--- src/design/direction_to_channel_gains_defines.svh ---
// Assertion helpers shared by the block's checks.
`ifndef DIRECTION_TO_CHANNEL_GAINS_DEFINES_SVH
`define DIRECTION_TO_CHANNEL_GAINS_DEFINES_SVH

// same-cycle implication, clocked on clk, off during rst
`define D2CG_CHK_IMP(label, ante, cons) \
  label: assert property (@(posedge clk) disable iff (rst) (ante) |-> (cons)) \
    else $error("d2cg check failed");

// next-cycle implication
`define D2CG_CHK_NEXT(label, ante, cons) \
  label: assert property (@(posedge clk) disable iff (rst) (ante) |=> (cons)) \
    else $error("d2cg check failed");

`endif

--- src/design/d2cg_pkg.sv ---
package d2cg_pkg;

  localparam int QW       = 31;  // quotient bits
  localparam int NW       = 61;  // dividend bits
  localparam int DW       = 33;  // divisor bits
  localparam int SQW      = 16;  // root bits
  localparam int DIV_LAT  = QW;  // one quotient bit per stage
  localparam int SQRT_LAT = SQW; // one root bit per stage

  typedef enum logic [1:0] {
    FMT_STEREO = 2'd0,
    FMT_QUAD   = 2'd1,
    FMT_AMBIX  = 2'd2
  } fmt_t;

  typedef struct packed {
    fmt_t fmt;
    logic xneg;
    logic xpos;
    logic yneg;
    logic zneg;
    logic rh2_zero;
    logic r2_zero;
  } side_t;

endpackage

--- src/design/d2cg_sqrt.sv ---
// Pipelined floor square root, one root bit per stage.
module d2cg_sqrt (
  input  logic                     clk,
  input  logic                     en,
  input  logic [d2cg_pkg::QW-1:0]  rad,
  output logic [d2cg_pkg::SQW-1:0] root
);

  localparam int SQW = d2cg_pkg::SQW;
  localparam int VW  = 2 * SQW;
  localparam int RW  = SQW + 3;

  logic [VW-1:0]  val_q  [SQW];
  logic [RW-1:0]  rem_q  [SQW];
  logic [SQW-1:0] root_q [SQW];

  logic [VW-1:0]  val_next  [SQW];
  logic [RW-1:0]  rem_next  [SQW];
  logic [SQW-1:0] root_next [SQW];

  always_comb begin
    logic [VW-1:0]  vin;
    logic [RW-1:0]  rin;
    logic [RW-1:0]  sh;
    logic [RW-1:0]  trial;
    logic [SQW-1:0] oin;
    logic           ge;
    for (int k = 0; k < SQW; k++) begin
      if (k == 0) begin
        vin = VW'(rad);
        rin = '0;
        oin = '0;
      end else begin
        vin = val_q[k-1];
        rin = rem_q[k-1];
        oin = root_q[k-1];
      end
      sh           = {rin[RW-3:0], vin[VW-1:VW-2]};
      trial        = RW'({oin, 2'b01});
      ge           = sh >= trial;
      rem_next[k]  = ge ? sh - trial : sh;
      root_next[k] = {oin[SQW-2:0], ge};
      val_next[k]  = {vin[VW-3:0], 2'b00};
    end
  end

  always_ff @(posedge clk) begin
    if (en) begin
      for (int k = 0; k < SQW; k++) begin
        val_q[k]  <= val_next[k];
        rem_q[k]  <= rem_next[k];
        root_q[k] <= root_next[k];
      end
    end
  end

  assign root = root_q[SQW-1];

endmodule
--- config.mk ---
export PLATFORM = sky130hd
export DESIGN_NAME = d2cg_sqrt
export DESIGN_NICKNAME = d
export VERILOG_FILES = /design/src/design/direction_to_channel_gains_defines.svh /design/src/design/d2cg_pkg.sv /design/src/design/d2cg_sqrt.sv
export SDC_FILE = /design/constraint.sdc
export NUM_CORES = 1
export LEC_CHECK = 0
export BUFFER_PORTS_ARGS = -buffer_cell sky130_fd_sc_hd__buf_2
export CAP_MARGIN = 25
export CORE_UTILIZATION = 30
export DETAILED_ROUTE_END_ITERATION = 10
export SLEW_MARGIN = 20
export SYNTH_ARGS = -nofsm -noshare
export SYNTH_HDL_FRONTEND = slang
export SYNTH_SLANG_ARGS = --single-unit
--- constraint.sdc ---
create_clock -name clk -period 2.9 [get_ports clk]
set_input_delay 0.145 -clock clk [delete_from_list [all_inputs] [get_ports clk]]
set_output_delay 0.145 -clock clk [all_outputs]
set_load 0.005 [all_outputs]
; ---- Word-level counts from Yosys, hierarchy flattened
; Memory sizes are Yosys's and may differ from the RTL's.
; Cells that the tools add are included.
[op_classes]
add_sub_neg = 16
n_lt_le_gt_ge = 16
n_mux = 18
[ops]
columns = cell, n
row1 = $mux 19, 16
row2 = $ge 19x18->1, 15
row3 = $sub 19x18->19, 15
row4 = $mux 1, 2
row5 = $sub 1x1->2 const B, 1
row6 = $ge 1x1->1 const B, 1
[totals]
reg_bits = 0
mem_bits_rw = 1040
input_bits = 33
out_inout_bits = 16
wordCells = 53
n_memories = 3
[memory_table]
columns = memory, depth, width, rd, rd_ports_with_merged_regs, write_ports, line
row1 = val_q, 16, 30, 15, 0, 16, d2cg_sqrt.sv:13  ; logic [VW-1:0] val_q [SQW];
row2 = rem_q, 16, 19, 15, 0, 16, d2cg_sqrt.sv:14  ; logic [RW-1:0] rem_q [SQW];
row3 = root_q, 16, 16, 16, 0, 16, d2cg_sqrt.sv:15  ; logic [SQW-1:0] root_q [SQW];

; ---- Depth between registers and ports, before layout
; An unclocked memory read counts as a cell.
[logic_depth]
ltp_word = 3
depth_mapped = 13
ltp_nobuf = 10

; ---- Worst setup path before layout
; OpenSTA, ideal clock, no wires.
[synth_path]
kind = register -> register
startpoint = memory rem_q[1][40] (netlist name)
endpoint = memory rem_q[1][62] (netlist name), data pin
setup_ns = 0.260
arrival_time_ns = 2.498
required_time_ns = 2.640
path_slack_ns = 0.141
stages_incl_launch_ff = 10
path_buffers = 2
period_less_slack_ns = 2.759
path_cell_list = edfxtp_1 ha_1 a21o_1 a21o_1 a221oi_4 o21ai_2 or4_1 buf_2 buf_6 mux2_4
[synth_lines]
columns = element, line
row1 = from (decl), d2cg_sqrt.sv:14

==> results by group <==
Status
  – Status: finished, final reports clean

STA
  – Worst Skew: 0.0198 ns
  – Final Hold Fails: 0
  – Pin slew with the least headroom to its limit: roughly 0.61 ns
  – Fin crit share: 94.8%
  – Max Freq: around 360 MHz
  – Period minus WS final: 2.75 ns
  – Setup TNS: 0 ns
  – RSZ-0062 raised after global routing: no
  – Final setup vio count: 0
  – Max-slew violation count: 0
  – Slew Limit Headroom: approximately three fifths

Synthesis
  – Register area share after synthesis: 65.2%
  – Share of the synthesized area in the top cell type: 65.2%
  – Ranking of synthesized cells by area: edfxtp_1 (65%), ha_1 (6.8%), inv_1 (2.5%)
  – Async SR Flop Fraction: 0%
  – Post-Synthesis Cells: 2110
  – Post-synth top area cell: edfxtp_1
  – Net count after synthesis: 2295
  – Mapped Area: 28100 um^2
  – #FFs+latches synth: 609
  – Synth Area per Inst: 13.3 um^2
  – Ys flop type: edfxtp_1
  – EDFF count, synth: 609
  – Yosys warning count: 0
  – Post-synth cell types: a little over 70

Placed design
  – DPL Wire Length: between 30 and 40 mm
  – I/O Buffers: 48
  – Cells after DPL: 3415
  – GP Congestion: 0.855

Setup path
  – Delay of the slowest cell on the worst path: 0.37 ns
  – Crit path buffers/inverters: 1
  – Worst Setup End Kind: flip-flop
  – Worst EP required: 3.26 ns
  – Crit-path cells: inv_1 -> ha_1 -> nor2b_1 -> o31a_1 -> o21ba_2 -> o21ai_0 -> a21oi_1 -> a21oi_1 -> mux2_2
  – Most common cell on crit path: a21oi_1
  – Crit path arrival time: 3.11 ns
  – Crit path max-delay family: compound AO/OA/AOI/OAI gates
  – Crit start category: flip-flop
  – CP max-delay cell: edfxtp_1
  – Worst Setup Path Type: reg -> reg
  – Crit-path max FO: 4

Pwr
  – Maximum VDD drop: 0.467 mV
  – Power Dens Cells: 711 nW/um^2
  – Leakage: 12.5 nW

Floorplan
  – DIE HEIGHT: 308 um
  – Row count: 111
  – Die width: about 310 um
  – Core area: 92200 um^2
  – Initial Util: 30.4%
  – Die area: 94800 um^2
  – Boundary pin count: slightly below 50

GRT
  – Pin count of the biggest net entering global routing: 82
  – Total track usage: 10.4%
  – Initial antenna violation count: 0
  – First-pass GRT wire length: 81.2 mm
  – GRT overflow: 0
  – Vias in the first global route: 16700

Detailed routing
  – Starting DRT DRC Count: 1132
  – Post-DR wirelength/cell: ~14 um
  – Antenna viol nets, final: 0
  – Detailed-route DRC error count: 0
  – Pre-antenna DRT Iters: 5
  – Post-Route WL: 48.9 mm
  – Via Count: 16500
  – Vias per cell: 4.61

Layout
  – Footprint of the multi-input gates: roughly 9000 um^2
  – Fin cells: 3577
  – P&R area growth vs syn: 17.4%
  – Ratio of cells with drive above 1 in the final layout: 11.4%
  – Number of fill cells in the layout: just under 9000
  – Diode count: 0
  – Post-layout net count: 2464
  – Register area: 18300 um^2

Run
  – Max-cap violations: 0

Min path
  – HP Class: in -> reg

Clock tree
  – Longest Clk Path Bufs: 3
  – CTS Sinks: a little over 600
  – CTS tree: yes
  – CTS HTree Levels: 3
  – Root buf cell: clkbuf_16
  – Worst-path clk slew: 0.06 ns
  – TritonCTS Buffers: 70
  – Clk Latency, worst-skew pair: 0.63 ns
worst register-to-register path: stages, from the launching register on:
cell and delay, ns:
edfxtp_1 0.37, inv_1 0.06, ha_1 0.34, nor2b_1 0.16, o31a_1 0.27, o21ba_2 0.22
o21ai_0 0.31, a21oi_1 0.19, a21oi_1 0.21, mux2_2 0.36
worst paths after layout:
| kind | endpoint | slack [ns] | depth (start not counted) | start |
|---|---|---|---|---|
| min reg2reg | val_q[0][41] | 0.41 | 0 | val_q[0][9] |
| max | rem_q[1][33] | 0.15 | 9 | root_q[1][0] |
| max reg2reg | rem_q[1][33] | 0.15 | 9 | root_q[1][0] |
| min | val_q[0][11] | 0.02 | 1 | en |
synthesized netlist by cell type (28+ instances only):
cell / count
xor2_1: 73
nand3_1: 28
a21oi_1: 111
ha_1: 152
inv_1: 185
edfxtp_1: 609
a21o_1: 35
o21ai_0: 120
nand2_1: 117
nor2_1: 122
xnor2_1: 71
nor3_1: 51
o21a_1: 40
registers in the layout (all words and copies together) (netlist names):
name,cells
val_q,240
rem_q,233
root_q,136
per-layer routing:
metal,global-route usage (%),vias up,routed length [um]
met2,17.9,281,23900
met1,12.5,7876,21800
met5,0,-,0
met3,2.15,100,1750
met4,4.49,0,1440
li1,-,8222,-
cells by family (layout without fill, tap and decap cells):
kind of cell             Yosys count  count (layout)  synth area share (%)
multiplexers                      38              38                  1.54
AO/OA/AOI/OAI                    432             432                  9.73
AND/OR/NAND/NOR                  510             510                  9.15
adder cells (fa/ha/maj)          152             152                  6.78
XOR/XNOR                         144             144                  4.49
other                              1               1                0.0134
flip-flops                       609             609                  65.2
buffers and inverters            224             448                  3.12
metrics by stage:
step	setup slack, ns	area [um^2]	hold WS [ns]	util (%)	total power [mW]
5_1_grt	0.0000540	32900	0.0266	35.7	24.6
3_3_place_gp	0.133	30200	0.321	32.8	14.7
2_1_floorplan	0.141	28100	0.244	-	13.7
4_1_cts	0.00931	32900	0.00111	35.6	23.7
3_5_place_dp	0.0417	30200	0.323	32.8	14.8
6_report	0.151	32900	0.0219	35.7	23.4
layout by cell type (no fill, tap or decap), types with 43 or more instances in the layout:
master     instances
a21oi_1          109
buf_2             47
buf_4             43
clkbuf_16         70
edfxtp_1         609
ha_1             151
inv_1            185
nand2_1          117
nor2_1           121
nor3_1            51
o21ai_0          118
xnor2_1           71
xor2_1            73
where the power goes:
| part | total [mW] | switching [mW] | internal, mW |
|---|---|---|---|
| clock | 8.71 | 3.57 | 5.14 |
| sequential | 11.3 | 0.497 | 10.8 |
| combinational | 3.38 | 1.85 | 1.53 |
| total | 23.4 | 5.91 | 17.5 |
cell type report:
cell class                 count  area share [%]
clock inverter                43            1.50
clock buffer                  84            5.48
tap                         1243            4.72
timing repair buffer         136            3.51
inverter                     185            2.11
multi-input combinational   1277            27.2
sequential                   609            55.5
timing repair:
item / in CTS / in global routing
resized for setup: 0 / 15
setup buffers: 0 / 4
hold buffers: 31 / 0
hold endpoints to repair: 31 / 0
endpoints found under the setup margin: 0 / 57
Power figures use the tool's default switching activity.
