### src/design/direction_to_channel_gains_defines.svh
// Assertion helpers shared by the block's checks.
`ifndef DIRECTION_TO_CHANNEL_GAINS_DEFINES_SVH
`define DIRECTION_TO_CHANNEL_GAINS_DEFINES_SVH

// same-cycle implication, clocked on clk, off during rst
`define D2CG_CHK_IMP(label, ante, cons) \
  label: assert property (@(posedge clk) disable iff (rst) (ante) |-> (cons)) \
    else $error("d2cg check failed");

// next-cycle implication
`define D2CG_CHK_NEXT(label, ante, cons) \
  label: assert property (@(posedge clk) disable iff (rst) (ante) |=> (cons)) \
    else $error("d2cg check failed");

`endif

### src/design/d2cg_pkg.sv
package d2cg_pkg;

  localparam int QW       = 31;  // quotient bits
  localparam int NW       = 61;  // dividend bits
  localparam int DW       = 33;  // divisor bits
  localparam int SQW      = 16;  // root bits
  localparam int DIV_LAT  = QW;  // one quotient bit per stage
  localparam int SQRT_LAT = SQW; // one root bit per stage

  typedef enum logic [1:0] {
    FMT_STEREO = 2'd0,
    FMT_QUAD   = 2'd1,
    FMT_AMBIX  = 2'd2
  } fmt_t;

  typedef struct packed {
    fmt_t fmt;
    logic xneg;
    logic xpos;
    logic yneg;
    logic zneg;
    logic rh2_zero;
    logic r2_zero;
  } side_t;

endpackage

### src/design/d2cg_div.sv
// Pipelined restoring divider, one quotient bit per stage.
// Caller guarantees num / den < 2^QW and den != 0.
module d2cg_div (
  input  logic                    clk,
  input  logic                    en,
  input  logic [d2cg_pkg::NW-1:0] num,
  input  logic [d2cg_pkg::DW-1:0] den,
  output logic [d2cg_pkg::QW-1:0] quo
);

  localparam int QW = d2cg_pkg::QW;
  localparam int NW = d2cg_pkg::NW;
  localparam int DW = d2cg_pkg::DW;
  localparam int RW = DW + 1;

  logic [RW-1:0] rem_q [QW];
  logic [QW-1:0] nlo_q [QW];
  logic [DW-1:0] den_q [QW];
  logic [QW-1:0] quo_q [QW];

  logic [RW-1:0] rem_next [QW];
  logic [QW-1:0] nlo_next [QW];
  logic [QW-1:0] quo_next [QW];

  always_comb begin
    logic [RW-1:0] rin;
    logic [RW-1:0] sh;
    logic [QW-1:0] nin;
    logic [QW-1:0] qin;
    logic [DW-1:0] din;
    logic          ge;
    for (int k = 0; k < QW; k++) begin
      if (k == 0) begin
        rin = RW'(num[NW-1:QW]);
        nin = num[QW-1:0];
        qin = '0;
        din = den;
      end else begin
        rin = rem_q[k-1];
        nin = nlo_q[k-1];
        qin = quo_q[k-1];
        din = den_q[k-1];
      end
      sh          = {rin[RW-2:0], nin[QW-1]};
      ge          = sh >= RW'(din);
      rem_next[k] = ge ? sh - RW'(din) : sh;
      nlo_next[k] = {nin[QW-2:0], 1'b0};
      quo_next[k] = {qin[QW-2:0], ge};
    end
  end

  always_ff @(posedge clk) begin
    if (en) begin
      for (int k = 0; k < QW; k++) begin
        rem_q[k] <= rem_next[k];
        nlo_q[k] <= nlo_next[k];
        quo_q[k] <= quo_next[k];
        den_q[k] <= (k == 0) ? den : den_q[k-1];
      end
    end
  end

  assign quo = quo_q[QW-1];

endmodule

### config.mk
export PLATFORM = sky130hd
export DESIGN_NAME = d2cg_div
export DESIGN_NICKNAME = d
export VERILOG_FILES = /design/src/design/direction_to_channel_gains_defines.svh /design/src/design/d2cg_pkg.sv /design/src/design/d2cg_div.sv
export SDC_FILE = /design/constraint.sdc
export NUM_CORES = 2
export LEC_CHECK = 0
export BUFFER_PORTS_ARGS = -buffer_cell sky130_fd_sc_hd__buf_2
export CELL_PAD_IN_SITES_DETAIL_PLACEMENT = 0
export CELL_PAD_IN_SITES_GLOBAL_PLACEMENT = 1
export CORE_ASPECT_RATIO = 1.75
export CORE_MARGIN = 2
export CORE_UTILIZATION = 57
export CTS_CLUSTER_DIAMETER = 80
export CTS_CLUSTER_SIZE = 12
export DETAILED_ROUTE_END_ITERATION = 8
export PLACE_DENSITY = 0.85
export SYNTH_ARGS = -nofsm -noshare
export SYNTH_HDL_FRONTEND = slang
export SYNTH_SLANG_ARGS = --single-unit
### constraint.sdc
create_clock -name clk -period 7.95 [get_ports clk]
set_clock_uncertainty 0.1 [all_clocks]
set_input_delay 1.59 -clock clk [delete_from_list [all_inputs] [get_ports clk]]
set_output_delay 1.59 -clock clk [all_outputs]
set_load 0.03 [all_outputs]
Yosys cells after proc, flatten, opt, wreduce, memory -nomap -nowiden

Memory sizes are Yosys's and may differ from the RTL's.
Cells that the tools add are included.

Register bits: 0
Bits of input ports: 96
Memories: 4
Word-level logic and storage cells: 99
Bits in writable memories: 3968

Muxes and demuxes: 33
Order comparisons: 31
Add/sub/neg operators: 31

Memory list:

| memory | words | bits a word | read ports | clocked after memory_dff | wr ports | RTL line       | text |
|---|---|---|---|---|---|---|---|
| rem_q  | 31    | 34          | 30         | 0                        | 31       | d2cg_div.sv:16 | `logic [RW-1:0] rem_q [QW];` |
| den_q  | 31    | 33          | 30         | 0                        | 31       | d2cg_div.sv:18 | `logic [DW-1:0] den_q [QW];` |
| quo_q  | 31    | 31          | 31         | 0                        | 31       | d2cg_div.sv:19 | `logic [QW-1:0] quo_q [QW];` |
| nlo_q  | 31    | 30          | 30         | 0                        | 31       | d2cg_div.sv:17 | `logic [QW-1:0] nlo_q [QW];` |

Operators with widths:

| operator                                         | number |
|---|---|
| 34-bit 2-to-1 mux                                | 31 |
| 34-bit by 33-bit >= comparator with 1-bit output | 30 |
| 34-bit by 33-bit subtractor with 34-bit output   | 30 |
| 31-bit by 33-bit subtractor with 34-bit output   | 1 |
| 31-bit by 33-bit >= comparator with 1-bit output | 1 |
| 1-bit 2-to-1 mux                                 | 2 |

Depth between registers and ports, before layout

An unclocked memory read counts as a cell.

Depth after elaboration: 3
Mapped depth: 17
Depth with buffers taken out: 15

Worst setup path before layout

No wires, ideal clock.

Path type: input to register
Start: input port num[30] in the netlist's numbering
End: memory rem_q[0][20] in the netlist's numbering, data pin
Data arrival time: 4.455 ns
Data required time: 7.590 ns
Library setup time: 0.260 ns
Setup slack: 3.135 ns
Cell stages on the path: 14
Cells stage by stage: inv_1 -> ha_1 -> fa_1 -> nor2b_1 -> o31a_1 -> o31a_1 -> or4_1 -> a21o_1 -> a211oi_2 -> nor3_1 -> o21ai_4 -> o31ai_4 -> buf_2 -> mux2_2

RTL lines:

| element         | RTL line       | text |
|---|---|---|
| start, declared | d2cg_div.sv:6  | `input logic [d2cg_pkg::NW-1:0] num,` |
| end, declared   | d2cg_div.sv:16 |  |

==> run metrics <==
status=complete, no violations; ys async rst share=0%; most common cell after layout, fill and taps aside=edfxtp_1; CP top delay family=compound AO/OA/AOI/OAI gates; Clock H-tree levels=5; largest family of logic cells by synthesized area=compound AO/OA/AOI/OAI gates; Fin Setup TNS=0 ps; most frequent cells in the layout=edfxtp_1, inv_1, ha_1, a21oi_1, nand2_1; WP buf/inv=3; initial antenna violation count=16; layout cells sized above 1=8.67%; DRT Pass-1 Iters=5; Gates resized, CTS repair=0; setup violators final=0; Hold Path Class=register to register; Final #Nets=13733; vias in the first global route=99175; library cells used by synthesis=102; drt wl/cell=24.8 um; final antenna-violating net count=0; post-synthesis adder-cell area fraction=8.83%; final worst slack=2580 ps; first-pass GRT wire length=594000 um; largest net degree at the start of global routing=201; RR Endpoint=rem_q[1][285]$_DFFE_PP_; Synth Area in Compound Gates=13.0%; sequential area share after synthesis=58.3%; GPL Wtd Cong=0.954; 1st-iter DRT viols=5932; top cell type's share of synthesized area=58.3%; R2R cell count=14; Post-CTS Hold Buffers=0; Fmax=186 MHz; Period minus WS final=5370 ps; CTS max path bufs=4; clock root buffer=clkbuf_16; Worst setup SP type=register; CP Class=register to register; Max Slew Vio Count=0; Post-Synthesis Net Count=13498; CP Data Arrival Time=5860 ps; dominant synthesized flop cell=edfxtp_1; hold depth=0; routed vias=96263; simple-gate area share of the yosys netlist=7.25%; synth top area cells=edfxtp_1, ha_1, a21oi_1, inv_1, mux2_2; WL final=401000 um; total grt overflow=0; clock sinks=2941; Ys Warns=0; RSZ-0062 raised after global routing=no; final hold vios=0; Hold Slack=298 ps; worst path required time=8440 ps; R2R setup slack=2580 ps; min-delay src=quo_q[1][292]$_DFFE_PP_; CTS clock-pin slew for the worst setup and hold paths=60 ps; Multi-input gate area=0.0573 mm^2; IO Port Bufs=126; I/O pin count=127; Seq. cell area=0.0883 mm^2; post-synthesis register bit count=2941; vias per cell=5.95; Die Wd=394 um; Crit Reg-Reg Startpoint=nlo_q[1][239]$_DFFE_PP_; syn_area_per_cell=12.3 um^2; Slew @ Worst Pin=1270 ps; CP max FO=33; # Post-CTS Setup Buffers=0; delay of the slowest critical-path stage=700 ps; final worst path period share=67.5%; DRC violations left=0; max cap viols=0; cell taking the most area after synthesis=edfxtp_1; DP Area=0.156 mm^2; Hold Path Sink=quo_q[1][324]$_DFFE_PP_; TritonCTS Buffers=287; Critical Path Sink Type=register; Post-DP HPWL=308000 um; Layout Area Growth over Synthesis=8.31%; Mapped Cells=12351; Die Area=0.270 mm^2; Post-Syn Area=0.152 mm^2; P_leak=65.6 nW; Worst-Skew Late Latency=900 ps; Final Cell Area=0.164 mm^2; Synth Area in XOR/XNOR=4.97%; Initial Util=57.3%; FP Rows=250; CTS tree=yes; pwr dens=414 mW/mm^2; Slew HR=14.5%; Core ar.=0.265 mm^2; worst path cell trace=inv_1, ha_1, inv_1, fa_1, a21oi_1, o211ai_1, a31o_2, a21oi_1, o211ai_1, a31oi_1, o21ai_0, a21boi_4, buf_4, mux2_2; # fillers=20549; multiplexer share of the synthesized area=3.65%; pre-CTS setup slack=2620 ps; Post-synth EDFFs=2941; Die Ht=686 um; slowest stage cell, crit path=a21oi_1; gr usage total=29.2%; VDD IR max=0.288 mV
==> area by class of cell <==
class	count	share of cell area, %
clock buffer	292	4.44
multi-input combinational	7859	34.9
inverter	1294	2.96
timing repair buffer	203	0.868
tap	3528	2.69
antenna	44	0.0671
sequential	2941	53.8
clock inverter	22	0.236
==> where the power goes <==
group | total, W | internal [W] | leakage [nW] | switching [W]
registers | 0.0252 | 0.0224 | 28.8 | 0.00276
clock network | 0.0122 | 0.00656 | 3.76 | 0.00563
logic | 0.0306 | 0.0128 | 33.1 | 0.0178
==> sequential cells by signal, summed over array words and instances (netlist names) <==
| name | flops |
|---|---|
| den_q | 990 |
| rem_q | 990 |
| nlo_q | 465 |
| quo_q | 496 |
==> cell families after synthesis <==
logic type      after synthesis
xor+xnor                    860
mux                         486
flops                      2941
buf+inv                    1551
compound gates             3125
simple gates               2337
fa+ha+maj                  1051
==> cells in the mapped netlist (all sizes together), types with 26 or more instances <==
| cell | count |
|---|---|
| xnor2 | 524 |
| a31o | 33 |
| or3 | 26 |
| a211oi | 90 |
| and3 | 79 |
| a21oi | 1023 |
| nor2 | 633 |
| edfxtp | 2941 |
| a211o | 36 |
| inv | 1293 |
| or2 | 29 |
| a31oi | 114 |
| nor4 | 30 |
| o21a | 112 |
| nor3 | 116 |
| and2 | 26 |
| nand4 | 151 |
| clkbuf | 166 |
| nand3 | 179 |
| nand2 | 744 |
| nor2b | 112 |
| o21bai | 147 |
| nand2b | 127 |
| ha | 1021 |
| fa | 30 |
| xor2 | 336 |
| o21ai | 714 |
| mux2 | 459 |
| o211ai | 55 |
| mux2i | 27 |
| o31ai | 46 |
| a21o | 474 |
| buf | 91 |
==> how the worst max path moves through the flow <==
stage / start / endpoint / slack [ps] / cells after the start
global route: nlo_q[1][239]$_DFFE_PP_ / rem_q[1][285]$_DFFE_PP_ / 2300 / 14
global placement: nlo_q[1][359]$_DFFE_PP_ / rem_q[1][408]$_DFFE_PP_ / 2630 / 16
finish: nlo_q[1][239]$_DFFE_PP_ / rem_q[1][285]$_DFFE_PP_ / 2580 / 14
detailed placement: nlo_q[1][359]$_DFFE_PP_ / rem_q[1][426]$_DFFE_PP_ / 2620 / 16
floorplan: num[30] / rem_q[0][20]$_DFFE_PP_ / 3140 / 14
CTS: nlo_q[1][239]$_DFFE_PP_ / rem_q[1][285]$_DFFE_PP_ / 2550 / 14
==> stage by stage <==
| step | std cells | utilization, % | total power (W) |
|---|---|---|---|
| finish | 16183 | 62.0 | 0.0680 |
| global route | 16175 | 62.0 | 0.0718 |
| CTS | 16139 | 62.0 | 0.0681 |
| detailed placement | 15825 | 59.1 | 0.0556 |
| global placement | 15825 | 59.1 | 0.0552 |
| floorplan | 12351 | - | 0.0463 |
==> metal layers <==
| layer | wire length [um] | GRT usage (%) | vias to the layer above |
|---|---|---|---|
| met5 | 24 | 0 | - |
| met3 | 13000 | 3.51 | 1134 |
| met4 | 40100 | 24.7 | 4 |
| met2 | 226000 | 58.1 | 2399 |
| li1 | - | - | 45826 |
| met1 | 122000 | 25.3 | 46900 |
(Power assumes the default switching activity.)
